File: src/design/bia_pkg.sv
// shared types, codes and constants of the bitmap index allocator
package bia_pkg;

    // field and register widths
    localparam int ACTION_W = 2;
    localparam int INDEX_W  = 10;
    localparam int COUNT_W  = 11;
    localparam int CFG_IDX_W = 1;
    localparam int CFG_DATA_W = 11;

    // map storage is organised in words of this many bits
    localparam int WORD_W     = 32;
    localparam int WORD_SHIFT = 5;

    // default map size and counter ceiling of the counter register
    localparam int MAX_SLOTS_DEFAULT = 1024;
    localparam int COUNT_HW_MAX      = 2047;

    // register reset values
    localparam logic [COUNT_W-1:0] SLOTS_RESET = 11'd1024;
    localparam logic [INDEX_W-1:0] ROOT_RESET  = 10'd1;

    // register indices on the configuration port
    localparam logic [CFG_IDX_W-1:0] CFG_SLOTS_IN_USE      = 1'b0;
    localparam logic [CFG_IDX_W-1:0] CFG_RESERVED_ROOT_IDX = 1'b1;

    // action codes
    typedef enum logic [ACTION_W-1:0] {
        ACT_ALLOCATE  = 2'd0,
        ACT_RELEASE   = 2'd1,
        ACT_MARK_USED = 2'd2,
        ACT_SET_COUNT = 2'd3
    } action_t;

    // controller states
    typedef enum logic [1:0] {
        ST_CLEAR,
        ST_IDLE,
        ST_CHECK
    } state_t;

    // commands from controller to datapath
    typedef struct packed {
        logic clear_write;
        logic load;
        logic step;
        logic finish;
    } ctrl_cmd_t;

    // status from datapath to controller
    typedef struct packed {
        logic clear_last;
        logic need_more;
    } dp_status_t;

endpackage

File: src/design/bia_ctrl.sv
// controller state machine of the bitmap index allocator
module bia_ctrl
    import bia_pkg::*;
(
    input  logic       clk,
    input  logic       rst_n,
    input  logic       start,
    input  dp_status_t status,
    output ctrl_cmd_t  cmd,
    output logic       busy,
    output logic       done
);

    state_t state_reg;
    state_t state_next;
    logic   done_reg;
    logic   done_next;

    // state and strobe registers
    always_ff @(posedge clk or negedge rst_n)
    begin
        if (!rst_n)
        begin
            state_reg <= ST_CLEAR;
            done_reg  <= 1'b0;
        end
        else
        begin
            state_reg <= state_next;
            done_reg  <= done_next;
        end
    end

    // next state and commands
    always_comb
    begin
        state_next = state_reg;
        done_next  = 1'b0;
        cmd        = '0;
        unique case (state_reg)
            ST_CLEAR:
            begin
                cmd.clear_write = 1'b1;
                if (status.clear_last)
                begin
                    state_next = ST_IDLE;
                end
            end
            ST_IDLE:
            begin
                if (start)
                begin
                    cmd.load   = 1'b1;
                    state_next = ST_CHECK;
                end
            end
            ST_CHECK:
            begin
                if (status.need_more)
                begin
                    cmd.step = 1'b1;
                end
                else
                begin
                    cmd.finish = 1'b1;
                    done_next  = 1'b1;
                    state_next = ST_IDLE;
                end
            end
            default:
            begin
                state_next = ST_IDLE;
            end
        endcase
    end

    assign busy = (state_reg != ST_IDLE);
    assign done = done_reg;

endmodule

File: src/design/bia_datapath.sv
// bitmap store, free counter, registers and word scan of the allocator
module bia_datapath
    import bia_pkg::*;
#(
    parameter int MAX_SLOTS = MAX_SLOTS_DEFAULT
)
(
    input  logic                  clk,
    input  logic                  rst_n,
    input  ctrl_cmd_t             cmd,
    output dp_status_t            status,
    input  logic                  cfg_write,
    input  logic [CFG_IDX_W-1:0]  cfg_index,
    input  logic [CFG_DATA_W-1:0] cfg_data,
    input  logic [ACTION_W-1:0]   action,
    input  logic [INDEX_W-1:0]    slot_index,
    input  logic [COUNT_W-1:0]    count_value,
    output logic [INDEX_W-1:0]    granted_index,
    output logic                  success,
    output logic [COUNT_W-1:0]    free_count
);

    // derived sizes
    localparam int WORDS  = (MAX_SLOTS + WORD_W - 1) / WORD_W;
    localparam int AW     = (WORDS > 1) ? $clog2(WORDS) : 1;
    localparam int DEPTH  = (WORDS > 1) ? WORDS : 2;
    localparam int LW     = ($clog2(MAX_SLOTS + 1) > COUNT_W) ? $clog2(MAX_SLOTS + 1) : COUNT_W;
    localparam int CW     = LW + 1;
    localparam int CEIL_I = (MAX_SLOTS < COUNT_HW_MAX) ? MAX_SLOTS : COUNT_HW_MAX;
    localparam logic [COUNT_W-1:0] FREE_CEIL  = COUNT_W'(CEIL_I);
    localparam logic [LW-1:0]      MAX_LIMIT  = LW'(MAX_SLOTS);
    localparam logic [AW-1:0]      LAST_WORD  = AW'(WORDS - 1);

    // map memory
    logic [WORD_W-1:0] map_mem [DEPTH];
    logic [WORD_W-1:0] rd_data_reg;
    logic              mem_we;
    logic [AW-1:0]     mem_waddr;
    logic [WORD_W-1:0] mem_wdata;

    // registers
    logic [COUNT_W-1:0] slots_reg;
    logic [INDEX_W-1:0] root_reg;
    logic [COUNT_W-1:0] free_counter_reg;
    logic [COUNT_W-1:0] free_counter_next;
    logic [AW-1:0]      word_addr_reg;
    logic [AW-1:0]      word_addr_next;
    action_t            action_reg;
    logic [INDEX_W-1:0] idx_reg;
    logic [COUNT_W-1:0] cnt_reg;
    logic [INDEX_W-1:0] granted_reg;
    logic [INDEX_W-1:0] granted_next;
    logic               success_reg;
    logic               op_ok;

    // scan signals
    logic [LW-1:0]         limit;
    logic [CW-1:0]         base;
    logic [CW-1:0]         base_next;
    logic [CW-1:0]         lim_ext;
    logic [CW-1:0]         avail;
    logic [WORD_W-1:0]     free_bits;
    logic [WORD_SHIFT-1:0] pos;
    logic                  found;
    logic [AW+WORD_SHIFT-1:0] found_idx;
    logic                  count_zero;
    logic                  rel_ok;
    logic                  mark_ok;
    logic [AW-1:0]         in_word;
    logic [WORD_SHIFT-1:0] bit_pos;
    logic                  bit_val;

    // configuration registers
    always_ff @(posedge clk or negedge rst_n)
    begin
        if (!rst_n)
        begin
            slots_reg <= SLOTS_RESET;
            root_reg  <= ROOT_RESET;
        end
        else if (cfg_write)
        begin
            unique case (cfg_index)
                CFG_SLOTS_IN_USE:      slots_reg <= cfg_data;
                CFG_RESERVED_ROOT_IDX: root_reg  <= cfg_data[INDEX_W-1:0];
                default:               ;
            endcase
        end
    end

    // slot limit and range checks
    assign limit      = (LW'(slots_reg) < MAX_LIMIT) ? LW'(slots_reg) : MAX_LIMIT;
    assign count_zero = (free_counter_reg == '0);
    assign rel_ok     = (idx_reg != '0) && (LW'(idx_reg) < limit) && (idx_reg != root_reg);
    assign mark_ok    = (LW'(idx_reg) < MAX_LIMIT);
    assign in_word    = AW'(slot_index >> WORD_SHIFT);

    // free bits of the current word that lie below the limit
    assign base      = CW'({word_addr_reg, {WORD_SHIFT{1'b0}}});
    assign base_next = base + CW'(WORD_W);
    assign lim_ext   = CW'(limit);
    assign avail     = (lim_ext > base) ? (lim_ext - base) : '0;

    always_comb
    begin
        for (int j = 0; j < WORD_W; j++)
        begin
            free_bits[j] = ~rd_data_reg[j] && (avail > CW'(j));
        end
    end

    // lowest free bit
    always_comb
    begin
        pos = '0;
        for (int j = WORD_W - 1; j >= 0; j--)
        begin
            if (free_bits[j])
            begin
                pos = WORD_SHIFT'(j);
            end
        end
    end

    assign found     = |free_bits;
    assign found_idx = {word_addr_reg, pos};

    // scan continues while an allocation has no free bit yet, the free counter is not zero and words remain
    assign status.need_more  = (action_reg == ACT_ALLOCATE) && !count_zero && !found
                               && (base_next < lim_ext);
    assign status.clear_last = (word_addr_reg == LAST_WORD);

    // outcome of the action at the end of the check
    always_comb
    begin
        op_ok             = 1'b0;
        granted_next      = '0;
        free_counter_next = free_counter_reg;
        bit_pos           = idx_reg[WORD_SHIFT-1:0];
        bit_val           = 1'b1;
        unique case (action_reg)
            ACT_ALLOCATE:
            begin
                bit_pos = pos;
                op_ok   = !count_zero && found && (found_idx != '0);
                if (op_ok)
                begin
                    granted_next      = INDEX_W'(found_idx);
                    free_counter_next = free_counter_reg - COUNT_W'(1);
                end
            end
            ACT_RELEASE:
            begin
                bit_val = 1'b0;
                op_ok   = rel_ok;
                if (op_ok && (free_counter_reg < FREE_CEIL))
                begin
                    free_counter_next = free_counter_reg + COUNT_W'(1);
                end
            end
            ACT_MARK_USED:
            begin
                op_ok = mark_ok;
            end
            ACT_SET_COUNT:
            begin
                op_ok             = 1'b1;
                free_counter_next = (cnt_reg < FREE_CEIL) ? cnt_reg : FREE_CEIL;
            end
            default:
            begin
                op_ok = 1'b0;
            end
        endcase
    end

    // memory write port: clearing sweep or read-modify-write of one bit
    always_comb
    begin
        mem_we    = 1'b0;
        mem_waddr = word_addr_reg;
        mem_wdata = '0;
        if (cmd.clear_write)
        begin
            mem_we = 1'b1;
        end
        else if (cmd.finish && op_ok && (action_reg != ACT_SET_COUNT))
        begin
            mem_we             = 1'b1;
            mem_wdata          = rd_data_reg;
            mem_wdata[bit_pos] = bit_val;
        end
    end

    // word address sequencing
    always_comb
    begin
        word_addr_next = word_addr_reg;
        if (cmd.clear_write)
        begin
            word_addr_next = status.clear_last ? '0 : word_addr_reg + AW'(1);
        end
        else if (cmd.load)
        begin
            word_addr_next = (action_t'(action) == ACT_ALLOCATE) ? '0 : in_word;
        end
        else if (cmd.step)
        begin
            word_addr_next = word_addr_reg + AW'(1);
        end
    end

    // map memory with registered read at the next word address
    always_ff @(posedge clk)
    begin
        if (mem_we)
        begin
            map_mem[mem_waddr] <= mem_wdata;
        end
        rd_data_reg <= map_mem[word_addr_next];
    end

    // control registers
    always_ff @(posedge clk or negedge rst_n)
    begin
        if (!rst_n)
        begin
            word_addr_reg    <= '0;
            free_counter_reg <= '0;
        end
        else
        begin
            word_addr_reg <= word_addr_next;
            if (cmd.finish)
            begin
                free_counter_reg <= free_counter_next;
            end
        end
    end

    // item and result registers
    always_ff @(posedge clk)
    begin
        if (cmd.load)
        begin
            action_reg <= action_t'(action);
            idx_reg    <= slot_index;
            cnt_reg    <= count_value;
        end
        if (cmd.finish)
        begin
            granted_reg <= granted_next;
            success_reg <= op_ok;
        end
    end

    assign granted_index = granted_reg;
    assign success       = success_reg;
    assign free_count    = free_counter_reg;

endmodule

File: src/design/bitmap_index_allocator.sv
// top level of the bitmap index allocator
// an allocation reads n map words, one 32-bit word per cycle, n from 1 up to MAX_SLOTS/32;
// release, mark-used and set-count read a single word; one item at a time, the next
// accepted at the edge that takes the result
// reset clears the counter and sweeps the map to zero, one word per cycle with busy
// high; the receiver cannot stall results
module bitmap_index_allocator
    import bia_pkg::*;
#(
    parameter int MAX_SLOTS = MAX_SLOTS_DEFAULT
)
(
    input  logic                  clk,
    input  logic                  rst_n,
    input  logic                  start,
    output logic                  busy,
    input  logic [ACTION_W-1:0]   action,
    input  logic [INDEX_W-1:0]    slot_index,
    input  logic [COUNT_W-1:0]    count_value,
    output logic                  done,
    output logic [INDEX_W-1:0]    granted_index,
    output logic                  success,
    output logic [COUNT_W-1:0]    free_count,
    input  logic                  cfg_write,
    input  logic [CFG_IDX_W-1:0]  cfg_index,
    input  logic [CFG_DATA_W-1:0] cfg_data
);

    ctrl_cmd_t  cmd;
    dp_status_t status;

    // sequencing
    bia_ctrl u_ctrl (
        .clk    (clk),
        .rst_n  (rst_n),
        .start  (start),
        .status (status),
        .cmd    (cmd),
        .busy   (busy),
        .done   (done)
    );

    // map, counter and scan
    bia_datapath #(
        .MAX_SLOTS (MAX_SLOTS)
    ) u_datapath (
        .clk           (clk),
        .rst_n         (rst_n),
        .cmd           (cmd),
        .status        (status),
        .cfg_write     (cfg_write),
        .cfg_index     (cfg_index),
        .cfg_data      (cfg_data),
        .action        (action),
        .slot_index    (slot_index),
        .count_value   (count_value),
        .granted_index (granted_index),
        .success       (success),
        .free_count    (free_count)
    );

endmodule

File: config.mk
export PLATFORM = sky130hd
export DESIGN_NAME = bitmap_index_allocator
export DESIGN_NICKNAME = d
export VERILOG_FILES = /design/src/design/bia_pkg.sv /design/src/design/bia_ctrl.sv /design/src/design/bia_datapath.sv /design/src/design/bitmap_index_allocator.sv
export SDC_FILE = /design/constraint.sdc
export NUM_CORES = 1
export LEC_CHECK = 0
export BUFFER_PORTS_ARGS = -buffer_cell sky130_fd_sc_hd__buf_2
export CAP_MARGIN = 20
export CORE_ASPECT_RATIO = 1.5
export CORE_MARGIN = 5
export CORE_UTILIZATION = 57
export DETAILED_ROUTE_END_ITERATION = 6
export HOLD_SLACK_MARGIN = 0.03
export PLACE_DENSITY = 0.76
export SLEW_MARGIN = 15
export SYNTH_ARGS = -nofsm -noshare
export SYNTH_HDL_FRONTEND = slang
export SYNTH_SLANG_ARGS = --single-unit
File: constraint.sdc
create_clock -name clk -period 8.54 [get_ports clk]
set_input_delay 2.135 -clock clk [delete_from_list [all_inputs] [get_ports clk]]
set_output_delay 2.135 -clock clk [all_outputs]
set_load 0.005 [all_outputs]
* After elaboration in Yosys (flattened, before gate mapping) *
Memory sizes are Yosys's and may differ from the RTL's. A register that Yosys moved wholly into a read port is not among the register bits.
Index checks and enable logic that the tools add are counted.

word-level totals
  register bits after elaboration = 74
  bits in writable memories = 1,024
  output and inout bits = 24
  memories kept = 1

operators by class
  $add $sub $neg = 5
  order comparisons = 40
  eq/ne operators = 14
  mux-type cells = 66
  bitwise operators = 33
  reduce and logical (&&, ||, !) cells = 59

memory list
  name                depth  bits a word  read ports  clocked after memory_dff  wr ports  line                source
  u_datapath.map_mem  32     32           1           1                         1         bia_datapath.sv:35  logic [WORD_W-1:0] map_mem [DEPTH];

operators by type and width
  operator                                                        count
  greater-than comparator 12 x 5 -> 1 bit, second input constant  16
  2-to-1 mux 5 bit                                                38
  greater-than comparator 12 x 4 -> 1 bit, second input constant  8
  2-to-1 mux 32 bit                                               2
  greater-than comparator 12 x 3 -> 1 bit, second input constant  4
  2-to-1 mux 11 bit                                               4
  logical AND 1 bit                                               43
  < comparator 11 bit, second input constant                      3
  inverter 1 bit                                                  33
  case mux 11 bit (3 select lines)                                1
  bitwise mux 32 bit                                              1
  OR reduction 32 bit                                             1
  greater-than comparator 12 x 1 -> 1 bit, second input constant  2
  greater-than comparator 12 x 2 -> 1 bit, second input constant  2
  nonzero test 10 bit                                             2
  < comparator 12 x 11 -> 1 bit                                   1
  2-to-1 mux 1 bit                                                12
  2-to-1 mux 12 bit                                               1
  subtractor 11 x 10 -> 12 bit                                    1
  adder 10 x 6 -> 11 bit, second input constant                   1
  adder 11 x 1 -> 11 bit, second input constant                   1
  greater-than comparator 11 x 10 -> 1 bit                        1
  zero test 11 bit                                                1
  < comparator 10 x 11 -> 1 bit                                   1
  21 further kinds                                                37

* Depth between registers and ports, before layout *
  depth in word-level cells = 47
  gate-level depth with buffers = 26

* By module *
Synthesis repeated with hierarchy kept, for this count alone.

unflattened totals
  cell total of the unflattened synthesis = 2,550
  area, all modules = 46,617.2 sq um

modules (own cells, without submodules)
  module        times used  cells each  area an instance (sq um)  sequential area each (sq um)
  bia_datapath  1           2,536       46,469.6                  33,339.5
  bia_ctrl      1           14          147.6                     75.1

* Worst setup path after synthesis *
Ideal clock, no wire load.

  path kind = reg-to-reg
  from = register u_datapath.slots_reg[10]
  to = memory u_datapath.map_mem[12][0] (enable)
  setup time = 461 ps
  arrival = 7,495 ps
  slack = 584 ps
  stages on the path, launching flop included = 24
  path buffers = 5
  clock period less this slack = 7,956 ps
  cell sequence = dfstp_2 -> buf_2 -> inv_1 -> clkbuf_1 -> nand2_1 -> inv_1 -> ha_1 -> nor3b_1 -> a311o_1 -> a311o_1 -> buf_2 -> o221a_2 -> o22ai_2 -> buf_2 -> buf_1 -> a31oi_1 -> nor3_1 -> nand4b_1 -> a2111oi_0 -> nor2_1 -> a31oi_1 -> o221a_2 -> o21ai_1 -> nor3_1

on the way
  longest elaborated chain between the ends = 47
  elaborated cells on any way between the ends = 121

ends and longest elaborated chain
  what                                                                                      line                 source
  from (decl)                                                                               bia_datapath.sv:42   logic [COUNT_W-1:0] slots_reg;
  from (signal assigned)                                                                    bia_datapath.sv:84   CFG_SLOTS_IN_USE: slots_reg <= cfg_data;
  < comparator 11 bit                                                                       bia_datapath.sv:92   assign limit = (LW'(slots_reg) < MAX_LIMIT) ? LW'(slots_reg) : MAX_LIMIT;
  2-to-1 mux 11 bit *                                                                       bia_datapath.sv:92
  subtractor 11 x 10 -> 12 bit or greater-than comparator 11 x 10 -> 1 bit (tied branches)  bia_datapath.sv:102  assign avail = (lim_ext > base) ? (lim_ext - base) : '0;
  2-to-1 mux 12 bit                                                                         bia_datapath.sv:102
  greater-than comparator 12 x 5 -> 1 bit                                                   bia_datapath.sv:108  free_bits[j] = ~rd_data_reg[j] && (avail > CW'(j));
  logical AND 1 bit                                                                         bia_datapath.sv:108
  2-to-1 mux 5 bit (32 in series)                                                           bia_datapath.sv:118  if (free_bits[j])
  nonzero test 10 bit                                                                       bia_datapath.sv:145  op_ok = !count_zero && found && (found_idx != '0);
  logical AND 1 bit                                                                         bia_datapath.sv:145
  case mux 1 bit (3 select lines)                                                           bia_datapath.sv:141  unique case (action_reg)
  logical AND 1 bit * (2 in series)                                                         bia_datapath.sv:187  else if (cmd.finish && op_ok && (action_reg != ACT_SET_COUNT))
  2-to-1 mux 1 bit *                                                                        bia_datapath.sv:187
  2-to-1 mux 1 bit *                                                                        bia_datapath.sv:183  if (cmd.clear_write)
  2-to-1 mux 1 bit *                                                                        bia_datapath.sv:216  if (mem_we)
  2-to-1 mux 1 bit (not written as such) *                                                  bia_datapath.sv:218  map_mem[mem_waddr] <= mem_wdata;
  to (decl)                                                                                 bia_datapath.sv:35

Mark *: on every way between the ends. The rest lies on a longest branch, timed or not.

* Worst setup path after layout *
  from = register u_datapath.slots_reg[10]
  to = register u_datapath.rd_data_reg[3] (read register of u_datapath.map_mem)

on the way
  longest elaborated chain between the ends = 15
  elaborated cells on any way between the ends = 79

ends and longest elaborated chain
  what                                                                                      line                 source
  < comparator 11 bit                                                                       bia_datapath.sv:92
  2-to-1 mux 11 bit *                                                                       bia_datapath.sv:92
  subtractor 11 x 10 -> 12 bit or greater-than comparator 11 x 10 -> 1 bit (tied branches)  bia_datapath.sv:102
  2-to-1 mux 12 bit                                                                         bia_datapath.sv:102
  greater-than comparator 12 x 1 -> 1 bit, or another cell as far along                     bia_datapath.sv:108
  logical AND 1 bit                                                                         bia_datapath.sv:108
  OR reduction 32 bit                                                                       bia_datapath.sv:125  assign found = |free_bits;
  zero test 1 bit                                                                           bia_datapath.sv:129  assign status.need_more = (action_reg == ACT_ALLOCATE) && !count_zero && !found
  logical AND 1 bit                                                                         bia_datapath.sv:129
  logical AND 1 bit *                                                                       bia_datapath.sv:130  && (base_next < lim_ext);
  2-to-1 mux 1 bit *                                                                        bia_ctrl.sv:59       if (status.need_more)
  2-to-1 mux 2 bit *                                                                        bia_ctrl.sv:40       unique case (state_reg)
  2-to-1 mux 5 bit *                                                                        bia_datapath.sv:207  else if (cmd.step)
  2-to-1 mux 5 bit *                                                                        bia_datapath.sv:203  else if (cmd.load)
  2-to-1 mux 5 bit *                                                                        bia_datapath.sv:199  if (cmd.clear_write)
  to (decl)                                                                                 bia_datapath.sv:36   logic [WORD_W-1:0] rd_data_reg;

Marks and branches as above.
A chain may end at the register's enable or synchronous reset.

==> metrics.md <==
| Metric | Value |
|---|---|
| Starting Density | 57.4% |
| # resized after CTS | 0 |
| Unrepaired setup endpoints after global routing | false |
| Initial antenna violation count | 0 |
| Yosys cell types | 89 |
| Synthesized area per cell | 16.3 sq um |
| Async SR Flop Fraction | 3.54% |
| Fin cells | 4192 |
| Antenna cells | 0 |
| Final Critical Period | 7990 ps |
| Delay-heaviest family, CP | simple AND/OR/NAND/NOR gates |
| Die Wd | 245 um |
| Gr ovfl total | 0 |
| Cells after Synth | 2906 |
| I/O Pins | 63 |
| WP buf/inv | 4 |
| Cts bufs inserted | 99 |
| Worst setup margin | 548 ps |
| Root Driver | clkbuf_16 |
| Worst endpoint required time | 9130 ps |
| Post-DP HPWL | 76400 um |
| DR WL/cell | 30.6 um |
| Final Slew Violations | 0 |
| Via count | 27112 |
| Die area | 0.0889 sq mm |
| Slew HR | 23.5% |
| Register area share after synthesis | 70.7% |
| # H-tree levels | 3 |
| Clk_skew | 32.4 ps |
| Setup violations, final | 0 |
| Critical Path Max Stage Delay | 810 ps |
| Synth warnings | 0 |
| Commonest non-fill, non-tap cell in the layout | edfxtp_1 |
| Largest net degree at the start of global routing | 81 |
| Arr. time, crit path | 8580 ps |
| Most frequent cells in the layout | edfxtp_1, mux2i_1, o22ai_1 |
| Clk sink count | 1130 |
| Dpl cells | 4006 |
| Yosys top cell by area | edfxtp_1 |
| Slowest-stage cell, CP | dfstp_2 |
| Design Area, Final | 0.0534 sq mm |
| Post-CTS setup buffer count | 0 |
| EDFF count, synth | 1058 |
| Syn_nets | 2979 |
| P_leak | 19.4 nW |
| Max FFs per register | 1024 |
| Fraction of layout cells with a size suffix above 1 | 14.4% |
| Post-layout util | 64.9% |
| Vias/cell | 6.47 |
| Antenna-violating nets left | 0 |
| Worst slack, placed | 828 ps |
| Outcome | finished, final reports clean |
| Worst-Skew Late Latency | 710 ps |
| DRT iter0 DRCs | 2782 |
| CTS tree | done |
| Core area | 0.0823 sq mm |
| Drt drc | 0 |
| Mapped cell area | 0.0473 sq mm |
| CP Cell Sequence | inv_1 > nand2_1 > inv_1 > ha_1 > nor3b_1 > a311o_1 > a311oi_2 > nor4_2 > nand3_1 > or4_1 > a311o_1 > or4b_1 > o41ai_2 > o21ai_1 > a221oi_4 > buf_12 > buf_4 > mux2i_1 > o22ai_1 > nor4_1 |
| Die H | 363 um |
| CP Capture Type | flop |
| Period utilization | 93.6% |
| Global-route wire length before repair | 184000 um |
| # rows | 129 |
| #FFs+latches synth | 1130 |
| VDD IR max | 0.383 mV |
| DRT Pass-1 Iters | 5 |
| CP Max Fanout | 58 |
| Total Wirelength | 128000 um |
| Hold crit path type | flop to flop |
| Setup_tns | 0 ps |
| Vias in the first global route | 27473 |
| Max cap viols | 0 |
| Hold_buf cts | 0 |
| Synthesis-to-layout area growth | 13.0% |
| Pwr per Cell Area | 381 mW/mm^2 |
| Synth Flop Type | edfxtp_1 |
| Worst slew pin tran | 1150 ps |
| Port Buffer Count | 62 |
| Hold Violations, Final | 0 |
| Placed inst area | 0.0501 sq mm |
| Highest Clock Rate | 125 MHz |
| Area contributors post-synth | edfxtp_1, mux2i_1, dfrtp_1 |
| Total track usage | 28.4% |
| Max Root-Sink Buffers | 3 |
| Total Power | 20.4 mW |
| Top cell type's share of synthesized area | 67.2% |
| Clock slew at reported path FFs | 70 ps |
| Critical path launch point type | flop |
| Crit Path Class | flop to flop |
| Worst hold slack | 531 ps |
| GPL Wtd Cong | 0.939 |
| Final net count | 3132 |
==> layout make-up <==
| type | count | area, sq um |
|---|---|---|
| fillers | 5571 | 28900 |
| repair buffers | 203 | 1870 |
| inverters | 34 | 128 |
| multi-input cells | 1591 | 13400 |
| well taps | 1048 | 1310 |
| clock inverters | 47 | 533 |
| flip-flops and latches | 1130 | 33400 |
| clock buffers | 139 | 2780 |
==> metal layers <==
metal  global-route usage [%]  wire length [um]
met1                     35.0             46900
met2                     49.1             65100
met3                     4.43              9300
met4                     14.1              6820
met5                        0                 0
==> cells in the mapped netlist, drive strengths merged (34+ instances only) <==
library cell / count
edfxtp: 1058
mux2i: 784
o22ai: 130
nor2: 128
buf: 95
clkbuf: 56
nand2: 50
nor3: 48
nand3: 41
nor4: 41
dfrtp: 38
a21oi: 37
inv: 34
==> cells by family (layout without fill, tap and decap cells) <==
family / after synthesis / in the layout / share of synthesized area, %
multiplexers: 805 / 805 / 17.1
AO/OA/AOI/OAI: 323 / 323 / 4.66
adder cells (fa/ha/maj): 34 / 34 / 0.916
XOR/XNOR: 22 / 22 / 0.424
buffers and inverters: 185 / 423 / 1.83
flip-flops: 1130 / 1130 / 70.7
AND/OR/NAND/NOR: 407 / 407 / 4.35
==> report_power, final <==
| part | switching (mW) | total [mW] | internal (mW) | leakage, nW |
|---|---|---|---|---|
| sequential | 0.357 | 7.13 | 6.77 | 10.6 |
| combinational | 5.23 | 8.69 | 3.46 | 7.16 |
| clock | 1.96 | 4.54 | 2.58 | 1.61 |
==> final timing paths <==
kind / startpoint / slack (ps) / depth (start not counted) / end
hold reg to reg: u_datapath.root_reg[9] / 530 / 1 / u_datapath.root_reg[9]
setup / recovery: u_datapath.slots_reg[10] / 550 / 20 / u_datapath.rd_data_reg[3]
setup reg to reg: u_datapath.slots_reg[10] / 550 / 20 / u_datapath.rd_data_reg[3]
max in group asynchronous: rst_n / 6350 / 1 / u_datapath.mem_waddr[1]
hold / removal: u_datapath.root_reg[9] / 530 / 1 / u_datapath.root_reg[9]
min in group asynchronous: rst_n / 1600 / 1 / u_datapath.free_count[8]
(Power assumes the default switching activity.)
